--- src/rtl/bale_pkg.sv ---
`timescale 1ns / 1ps
// ----------------------------------------------------------------------------
// bale_pkg
// Shared types and constants for the bounded array-list editor.
// ----------------------------------------------------------------------------
package bale_pkg;

  localparam int FUNC_W  = 2;
  localparam int IDX_W   = 9;
  localparam int VAL_W   = 32;
  localparam int CNT_W   = 9;
  localparam int LEN_W   = 9;
  localparam int POS_W   = 13;
  localparam int IN_TDATA_W  = 56;
  localparam int OUT_TDATA_W = 48;

  typedef enum logic [FUNC_W-1:0] {
    FUNC_APPEND = 2'd0,
    FUNC_INSERT = 2'd1,
    FUNC_ERASE  = 2'd2,
    FUNC_READ   = 2'd3
  } func_t;

  typedef enum logic [1:0] {
    CELL_HOLD,
    CELL_WRITE,
    CELL_INSERT,
    CELL_ERASE
  } cell_op_t;

  typedef struct packed {
    cell_op_t           op;
    logic [POS_W-1:0]   pos;
  } cell_ctl_t;

endpackage

--- src/rtl/bale_cell.sv ---
`timescale 1ns / 1ps
// ----------------------------------------------------------------------------
// bale_cell
// One list slot: holds a word, takes a neighbor's word on shifts, drives its
// word onto the read bus when selected.
// ----------------------------------------------------------------------------
module bale_cell #(
  parameter int POS       = 0,
  parameter int WORD_BITS = 32
) (
  input  logic                  clk,
  input  bale_pkg::cell_ctl_t   ctl,
  input  logic [WORD_BITS-1:0]  wdata,
  input  logic [WORD_BITS-1:0]  lo_data,
  input  logic [WORD_BITS-1:0]  hi_data,
  output logic [WORD_BITS-1:0]  data_o,
  output logic [WORD_BITS-1:0]  rd_o
);
  import bale_pkg::*;

  localparam logic [POS_W-1:0] MY_POS = POS_W'(POS);

  logic [WORD_BITS-1:0] word_r;
  logic [WORD_BITS-1:0] word_nxt;
  logic                 at_pos;
  logic                 above_pos;

  assign at_pos    = (ctl.pos == MY_POS);
  assign above_pos = (MY_POS > ctl.pos);

  always_comb begin
    word_nxt = word_r;
    unique case (ctl.op)
      CELL_HOLD:   word_nxt = word_r;
      CELL_WRITE:  if (at_pos) word_nxt = wdata;
      CELL_INSERT: begin
        if (at_pos) word_nxt = wdata;
        else if (above_pos) word_nxt = lo_data;
      end
      CELL_ERASE:  if (at_pos || above_pos) word_nxt = hi_data;
      default:     word_nxt = word_r;
    endcase
  end

  always_ff @(posedge clk) begin
    word_r <= word_nxt;
  end

  assign data_o = word_r;
  assign rd_o   = at_pos ? word_r : '0;

endmodule
--- config.mk ---
export PLATFORM = sky130hd
export DESIGN_NAME = bale_cell
export DESIGN_NICKNAME = d
export VERILOG_FILES = /design/src/rtl/bale_pkg.sv /design/src/rtl/bale_cell.sv
export SDC_FILE = /design/constraint.sdc
export NUM_CORES = 1
export LEC_CHECK = 0
export BUFFER_PORTS_ARGS = -buffer_cell sky130_fd_sc_hd__buf_2
export CORE_ASPECT_RATIO = 1.25
export CORE_MARGIN = 1.5
export CORE_UTILIZATION = 43
export DETAILED_ROUTE_END_ITERATION = 8
export PLACE_DENSITY = 0.81
export SYNTH_ARGS = -nofsm -noshare
export SYNTH_HDL_FRONTEND = slang
export SYNTH_SLANG_ARGS = --single-unit
--- constraint.sdc ---
create_clock -name clk -period 3.4 [get_ports clk]
set_input_delay 0.85 -clock clk [delete_from_list [all_inputs] [get_ports clk]]
set_output_delay 0.85 -clock clk [all_outputs]
set_load 0.02 [all_outputs]
* After elaboration in Yosys (flattened, before gate mapping) *
Index checks and enable logic that the tools add are counted.

storage, ports and cells
  bits in registers = 32
  input bits = 112
  output and inout bits = 64
  word-level logic and storage cells = 19

cells by class
  order comparisons = 1
  equal/unequal tests = 6
  multiplexer cells = 6
  bitwise logic cells = 1
  reduce and logical (&&, ||, !) cells = 4

operators with widths
  cell                 number
  $mux 32              5
  $pmux 32 s3          1
  $gt 1x13->1 const A  1
  $logic_not 13->1     1
  $eq 2x2->1 const B   2
  $ne 2x2->1 const B   2
  $reduce_and 4->1     1
  $ne 3x3->1 const B   1
  $eq 2x1->1 const B   1
  $logic_not 2->1      1
  $logic_or 1x1->1     1
  $not 1->1            1

* Logic depth before layout (Yosys ltp) *
Gate-level depths: netlist (run 1).

  word-level depth = 4
  gate-level depth with buffers = 5
  depth with buffers taken out = 3

* Worst setup path before layout (run 1) *
No wires, ideal clock.

  path kind = input to register
  from = in ctl[7] (netlist bit)
  to = reg word_r[0] (netlist: data_o[0]) (enable)
  setup time = 391 ps
  arrival = 2421 ps
  data required time = 3009 ps
  setup slack = 588 ps
  cell stages on the path = 5
  path buffers = 2
  cell sequence = nor4_1 and4_1 buf_6 buf_2 o21a_1

on the way
  cells in the longest elaborated chain, start to end = 4
  elaborated cells on any way between the ends = 7
  those cells by class = 1 x order compare; 3 x eq/ne; 3 x reduce/logical

ends and longest elaborated chain
  element                                                 RTL line                          RTL
  from (decl)                                             bale_cell.sv:12                   input bale_pkg::cell_ctl_t ctl,
  $gt 1x13->1 / $logic_not 13->1 (equally long branches)  bale_cell.sv:29, bale_cell.sv:28
  $logic_or 1x1->1                                        bale_cell.sv:40                   CELL_ERASE: if (at_pos || above_pos) word_nxt = hi_data;
  $ne 2x2->1 (no line)                                    n/a
  $reduce_and 4->1 (no line) (*)                          n/a
  to (signal assigned)                                    bale_cell.sv:46                   word_r <= word_nxt;
  to (decl)                                               bale_cell.sv:23                   logic [WORD_BITS-1:0] word_r;

Every way passes the cells marked *; elsewhere a longest branch is shown, timed or not.
A chain may end at the register's enable or synchronous reset.

* Final worst setup path (run 1) *
  from = in ctl[7] (netlist bit)
  to = out rd_o[23]

on the way
  cells in the longest elaborated chain, start to end = 2

ends and longest elaborated chain
  element           RTL line         RTL
  $logic_not 13->1  bale_cell.sv:28  assign at_pos = (ctl.pos == MY_POS);
  $mux 32           bale_cell.sv:50  assign rd_o = at_pos ? word_r : '0;
  to (decl)         bale_cell.sv:17  output logic [WORD_BITS-1:0] rd_o

No other way between the ends.

==> qor.yml, run 1 <==
drt:
  drt_iter0_drc: 89
  wl_per_cell_um: 14.0
  drc: 0
  viasPerCell: 5.02
  num_vias: 2527
  drt_first_pass_iters: 4
  antenna_left: 0
  wirelength_um: 7040
synthesis:
  yosys.area.top_type: "edfxtp_1"
  synth-seq-cells: 32
  yosysMostFrequentCell: "mux2_2"
  syn_nets: 364
  synth.area.top_cells: "edfxtp_1, mux2_2, mux2i_1, mux2_4, and2_1"
  netlist_area_um2: 2750
  synth_common_cells: "mux2_2, nor2_1"
  ys.flop_type: "edfxtp_1"
  synth_edf_count: 32
  yosys_warnings: 0
  syn_inst: 252
  synth_area_per_cell_um2: 10.9
  async_flop_share: 0
  synthDistinctLibCells: 20
  ys_seq_area_frac: 0.350
  synth.top_cell.area_share: 0.350
layout:
  area_growth_pct: 34.8
  nets: 530
  diodes: 0
  drive_above_1_share: 0.603
  largest_reg_flops: 32
  fin_area_um2: 3710
setup_path:
  max_stage_delay_ps: 300
  start_kind: "primary input"
  cpMostUsedCell: "buf_2"
  crit_chain: "buf_2, nor4_1, and4_2, buf_12, and2_1, buf_2"
  arrival_ps: 2170
  critical_path_class: "in -> out"
  end_kind: "output pin"
  worstPathRequired_ps: 2550
  cp_top_family: "simple AND/OR/NAND/NOR gates"
  worst_path_max_delay_cell: "buf_12"
  crit_buf_inv: 3
  path_max_fanout: 65
clock_network:
  cts_setup_buffers: 0
  ctsLongestPathBuffers: 2
  cts.sinks: 32
  cts_tree: "built"
  htreeDepth: 2
  cts_buffers: 5
  post_cts_resized: 0
  root_buffer: "clkbuf_8"
  holdBufCountCts: 0
  clkTransAtPathRegs_ps: 60
grt:
  grt_pass1_wl_um: 10800
  grt_pass1_vias: 2475
  grt_usage: 0.204
  grt_max_degree: 66
  grt_overflow: 0
  antenna_found_initial: 0
die:
  die_y_um: 92.4
  pin_count: 176
  die-area_um2: 6880
  core_area_um2: 6170
  initial_core_util: 0.446
  die_x_um: 74.5
  rows: 32
flow_run:
  cap_violations: 0
sta:
  slew_violations: 0
  period_share: 0.888
  finalHoldViolCount: 0
  relSlewSlack: 0.572
  timing.fmax_mhz: 331
  setup_viol: 0
  tightest_slew_ps: 642
  period_needed_ps: 3020
  fin_tns_setup_ps: 0
  rsz0062_at_grt: "no"
worst_hold_path:
  min_path_type: "in -> reg"
place:
  placed_cell_area_um2: 3630
  routabilityCongestion: 0.783
  hpwl_um: 5200
  io_buffers: 175
power_and_ir_drop:
  p_leak_uw: 0.00182
  power_density_nw_per_um2: 253
  ir_drop_uv: 149
status:
  status: "completed"
area by class of cell:
type	instances	area (um2)
fill	550	2460
multi-input combinational	199	1640
sequential	32	961
timing repair buffer	180	926
tap	85	106
clock buffer	6	72.6
clock inverter	1	5.00
routing by layer:
layer,global-route usage,share of wire,vias up
met1,0.228,0.37,1162
met3,0.0348,0.054,14
met5,0,0,-
li1,-,-,1245
met2,0.365,0.55,106
met4,0.0955,0.028,0
tightest hold or removal path, delay by kind of cell:
kind                   cells  cell delay [ps]
muxes                      2              250
buffers and inverters      1               80
stage by stage:
| stage | util | total power (uW) | hold WS (ps) | instances | setup WS, ps |
|---|---|---|---|---|---|
| 2_1_floorplan | - | 594 | 1190 | 252 | 588 |
| 3_3_place_gp | 0.588 | 670 | 1290 | 496 | 411 |
| 3_5_place_dp | 0.588 | 680 | 1300 | 496 | 365 |
| 4_1_cts | 0.601 | 949 | 1000 | 503 | 366 |
| 5_1_grt | 0.601 | 988 | 1010 | 503 | 278 |
| 6_report | 0.601 | 936 | 1020 | 503 | 382 |
placed cells by master, fill, tap and decap left out, drive strengths merged:
master / count
and2: 32
clkbuf: 6
nor4: 2
nor3: 1
buf: 180
and4: 1
mux2i: 32
o21a: 1
clkinv: 1
nand2: 1
a21oi: 32
nor2: 33
mux2: 64
edfxtp: 32
cell families (layout without fill, tap and decap cells):
logic type      after synthesis  after routing  share of synthesized area
mux                          96             96                      0.402
buf+inv                      21            187                     0.0560
simple gates                 70             70                      0.132
compound gates               33             33                     0.0610
flops                        32             32                      0.350
power by group:
part	leakage [uW]	internal, uW	switching, uW
logic	0.00148	138	93.3
registers	0.000298	438	0.0260
clock network	0.0000410	139	128
path summary, 6_finish.rpt:
check,end,depth (start not counted),startpoint
setup / recovery,rd_o[23],6,ctl[7]
hold / removal,data_o[20],3,wdata[20]
(Power assumes the default switching activity.)
==> inputs of run 2 (changes only) <==
--- a/config.mk
+++ b/config.mk
@@ -11,6 +11,7 @@
 export CORE_UTILIZATION = 43
 export DETAILED_ROUTE_END_ITERATION = 8
 export PLACE_DENSITY = 0.81
+export RECOVER_POWER = 100
 export SYNTH_ARGS = -nofsm -noshare
 export SYNTH_HDL_FRONTEND = slang
 export SYNTH_SLANG_ARGS = --single-unit
==> qor.yml, run 2 (synthesis results as in run 1) <==
setup_path:
  start_kind: "primary input"
  worstPathRequired_ps: 2550
  path_max_fanout: 65
  worstSetupStartpoint: "ctl[7]"
  critical_path_class: "in -> out"
  arrival_ps: 2200
  end_kind: "output pin"
grt:
  grt_usage: 0.204
  grt_max_degree: 66
  grt_pass1_vias: 2475
  antenna_found_initial: 0
  grt_overflow: 0
  grt_pass1_wl_um: 10800
sta:
  timing.fmax_mhz: 328
  fin_ws_ps: 349
  period_share: 0.897
  period_needed_ps: 3050
  rsz0062_at_grt: "no"
  fin_tns_setup_ps: 0
  setup_viol: 0
  tightest_slew_ps: 901
  relSlewSlack: 0.399
  slew_violations: 0
  finalHoldViolCount: 0
die:
  rows: 32
  die_y_um: 92.4
  die_x_um: 74.5
  die-area_um2: 6880
  core_area_um2: 6170
  pin_count: 176
  initial_core_util: 0.446
drt:
  antenna_left: 0
  wl_per_cell_um: 14.2
  drt_first_pass_iters: 7
  wirelength_um: 7140
  drc: 0
  num_vias: 2519
  viasPerCell: 5.01
  drt_iter0_drc: 74
power_and_ir_drop:
  p_comb_frac: 0.237
  power.switching_uw: 220
  pwr-share-seq: 0.475
  p_int_uw: 703
  p_leak_uw: 0.00154
  pwr-share-clk: 0.288
  power_density_nw_per_um2: 259
  ir_drop_uv: 149
  switching_share: 0.238
place:
  dp_cells: 496
  hpwl_um: 5200
  dp_slack_ps: 365
  placed_cell_area_um2: 3630
  routabilityCongestion: 0.783
  io_buffers: 175
clock_network:
  htreeDepth: 2
  cts.sinks: 32
  post_cts_resized: 0
  cts_setup_buffers: 0
  cts_tree: "built"
  root_buffer: "clkbuf_8"
  cts_buffers: 5
  clkTransAtPathRegs_ps: 60
  holdBufCountCts: 0
  ctsLongestPathBuffers: 2
layout:
  layout_common_cells: "buf_2, clkbuf_1, mux2_2, nor2_1"
  fin_cells: 503
  diodes: 0
  drive_above_1_share: 0.421
  nFillCells: 603
  finish.utilization: 0.578
  largest_reg_flops: 32
  nets: 530
  fin_area_um2: 3560
  area_growth_pct: 29.5
  layout_commonest_cell: "buf_2"
worst_hold_path:
  min_path_type: "in -> reg"
  min_from: "wdata[28]"
status:
  status: "completed"
flow_run:
  cap_violations: 0
[run 2: cell types whose count changed in the layout (fill, tap and decap cells not counted), moves of 2 or more]
cell / delta
buf_4: -2
and2_0: +6
mux2_1: +16
buf_2: -59
mux2_4: -16
and2_1: -6
clkbuf_1: +60
[run 2: metal layers]
metal / global-route usage / wire [um] / part of all wire / up-vias
met5: 0 / 0 / 0 / -
met3: 0.0348 / 360 / 0.050 / 14
li1: - / - / - / 1242
met2: 0.365 / 3860 / 0.54 / 102
met1: 0.228 / 2720 / 0.38 / 1161
met4: 0.0955 / 194 / 0.027 / 0
[run 2: area by class of cell]
class / count / area [um2] / share of cell area
sequential: 32 / 961 / 0.270
tap: 85 / 106 / 0.0299
clock buffer: 6 / 72.6 / 0.0204
multi-input combinational: 199 / 1570 / 0.441
clock inverter: 1 / 5.00 / 0.00141
timing repair buffer: 180 / 846 / 0.238
[run 2: path summary, 6_finish.rpt]
check / end / slack, ps / cells after the start
setup / recovery: rd_o[27] / 350 / 6
hold / removal: data_o[28] / 1010 / 3
[run 2: power by group through the flow]
stage / clock network (uW) / logic [uW] / registers (uW)
after floorplan: 0 / 147 / 447
after detailed placement: 0 / 233 / 447
after CTS: 277 / 234 / 438
after global placement: 0 / 223 / 447
after global routing: 293 / 244 / 438
final: 266 / 218 / 438
[run 2: through the flow]
stage	hold WS (ps)	total power [uW]
2_1_floorplan	1190	594
3_3_place_gp	1290	670
3_5_place_dp	1300	680
4_1_cts	1000	949
5_1_grt	1010	975
6_report	1010	922
[run 2: critical path, stage by stage]
cell and delay [ps]:
buf_2 90, nor4_1 250, and4_2 290, buf_12 280
and2_1 180, clkbuf_1 230
==> inputs of run 3 (changes only) <==
--- a/config.mk
+++ b/config.mk
@@ -5,6 +5,7 @@
 export SDC_FILE = /design/constraint.sdc
 export NUM_CORES = 1
 export LEC_CHECK = 0
+export ABC_AREA = 1
 export BUFFER_PORTS_ARGS = -buffer_cell sky130_fd_sc_hd__buf_2
 export CORE_ASPECT_RATIO = 1.25
 export CORE_MARGIN = 1.5
==> qor.yml, run 3 <==
status:
  status: "completed"
die:
  initial_core_util: 0.444
  core_area_um2: 6130
  die_x_um: 74.2
  die_y_um: 92.0
  pin_count: 176
  die-area_um2: 6820
  rows: 32
drt:
  wl_per_cell_um: 11.2
  viasPerCell: 4.64
  drc: 0
  drt_iter0_drc: 155
  drt_first_pass_iters: 4
  antenna_left: 0
  wirelength_um: 7700
  num_vias: 3180
setup_path:
  critical_path_class: "in -> out"
  worstPathRequired_ps: 2550
  end_kind: "output pin"
  start_kind: "primary input"
  arrival_ps: 1930
  path_max_fanout: 65
worst_hold_path:
  min_path_type: "in -> reg"
sta:
  period_share: 0.818
  finalHoldViolCount: 0
  slew_violations: 0
  fin_tns_setup_ps: 0
  tightest_slew_ps: 1470
  fin_hold_ws_ps: 937
  timing.fmax_mhz: 360
  period_needed_ps: 2780
  rsz0062_at_grt: "no"
  relSlewSlack: 0.0212
  setup_viol: 0
layout:
  largest_reg_flops: 32
  diodes: 0
  nFillCells: 629
  layout_commonest_cell: "inv_1"
  fin_area_um2: 3600
  area_growth_pct: 32.3
  layout_common_cells: "inv_1, buf_2, nand3_1, nand2_1, clkbuf_1"
  drive_above_1_share: 0.215
  nets: 713
grt:
  grt_usage: 0.215
  antenna_found_initial: 0
  grt_max_degree: 66
  grt_pass1_vias: 2750
  grt_pass1_wl_um: 11600
  grt_overflow: 0
synthesis:
  ys.flop_type: "edfxtp_1"
  ys_seq_area_frac: 0.353
  netlist_area_um2: 2720
  async_flop_share: 0
  synthDistinctLibCells: 12
  synth_common_cells: "inv_1, nand3_1, nand2_1, nor2_1"
  synth_area_per_cell_um2: 6.23
  synth_edf_count: 32
  yosys_warnings: 0
  yosys.area.top_type: "edfxtp_1"
  synth.top_cell.area_share: 0.353
  synth.area.top_cells: "edfxtp_1, inv_1, nand3_1, nand2_1, o21ai_0"
  syn_nets: 549
  yosysMostFrequentCell: "inv_1"
  syn_inst: 437
  synth-seq-cells: 32
place:
  hpwl_um: 5700
  io_buffers: 175
  routabilityCongestion: 0.843
  placed_cell_area_um2: 3620
power_and_ir_drop:
  power_density_nw_per_um2: 245
  ir_drop_uv: 170
  p_leak_uw: 0.00206
  total_power_uw: 884
clock_network:
  clkTransAtPathRegs_ps: 60
  cts.sinks: 32
  cts_tree: "built"
  root_buffer: "clkbuf_8"
  cts_setup_buffers: 0
  htreeDepth: 2
  post_cts_resized: 0
  holdBufCountCts: 0
  cts_buffers: 5
  ctsLongestPathBuffers: 2
flow_run:
  cap_violations: 0
-- run 3: changes by cell type in the layout (fill, tap and decap cells not counted), moves of 7 or more --
| cell | previous run | this run |
|---|---|---|
| inv_1 | 0 | 132 |
| nand3_1 | 0 | 96 |
| nand2_1 | 0 | 71 |
| mux2_2 | 47 | 0 |
| a21oi_1 | 32 | 0 |
| mux2i_1 | 32 | 0 |
| o21ai_0 | 0 | 32 |
| and2_1 | 26 | 0 |
| mux2_1 | 16 | 0 |
| nor2_1 | 33 | 40 |
-- run 3: cell type report --
type	instances	area [um2]	area share
Clock inverter	2	7.51	0.00208
Clock buffer	5	68.8	0.0191
Multi-Input combinational cell	245	1090	0.304
Timing Repair Buffer	184	865	0.240
Tap cell	85	106	0.0295
Sequential cell	32	961	0.267
Inverter	133	499	0.139
-- run 3: cells by family after synthesis --
family,synth area share
simple gates,0.341
compound gates,0.0588
buf+inv,0.247
flops,0.353
-- run 3: path summary, 6_finish.rpt --
| check | to | startpoint | cells past startpoint |
|---|---|---|---|
| max | rd_o[21] | ctl[7] | 8 |
| min | data_o[18] | lo_data[18] | 5 |
-- run 3: critical path: stages --
cell,delay (ps)
buf_2,100
nor2_1,140
nand2_1,70
nor2_1,120
nand2_2,80
buf_12,200
nor2_1,120
clkbuf_1,250
-- run 3: stage by stage --
stage,setup WS [ps],std cells,util
6_report,620,686,0.588
2_1_floorplan,231,437,-
5_1_grt,477,686,0.588
4_1_cts,680,686,0.604
3_3_place_gp,737,679,0.592
3_5_place_dp,681,679,0.592
-- run 3: power breakdown --
part / total [uW] / internal [uW] / switching, uW
Sequential: 439 / 439 / 0.0322
Clock: 264 / 135 / 129
Combinational: 182 / 85.6 / 96.0
Total: 884 / 659 / 225
-- run 3: routing by layer --
metal	up-vias	GRT usage	wire length [um]
met5	-	0	0
met4	0	0.0556	62
met3	6	0.0374	430
met2	122	0.413	4200
met1	1413	0.233	3010
li1	1639	-	-
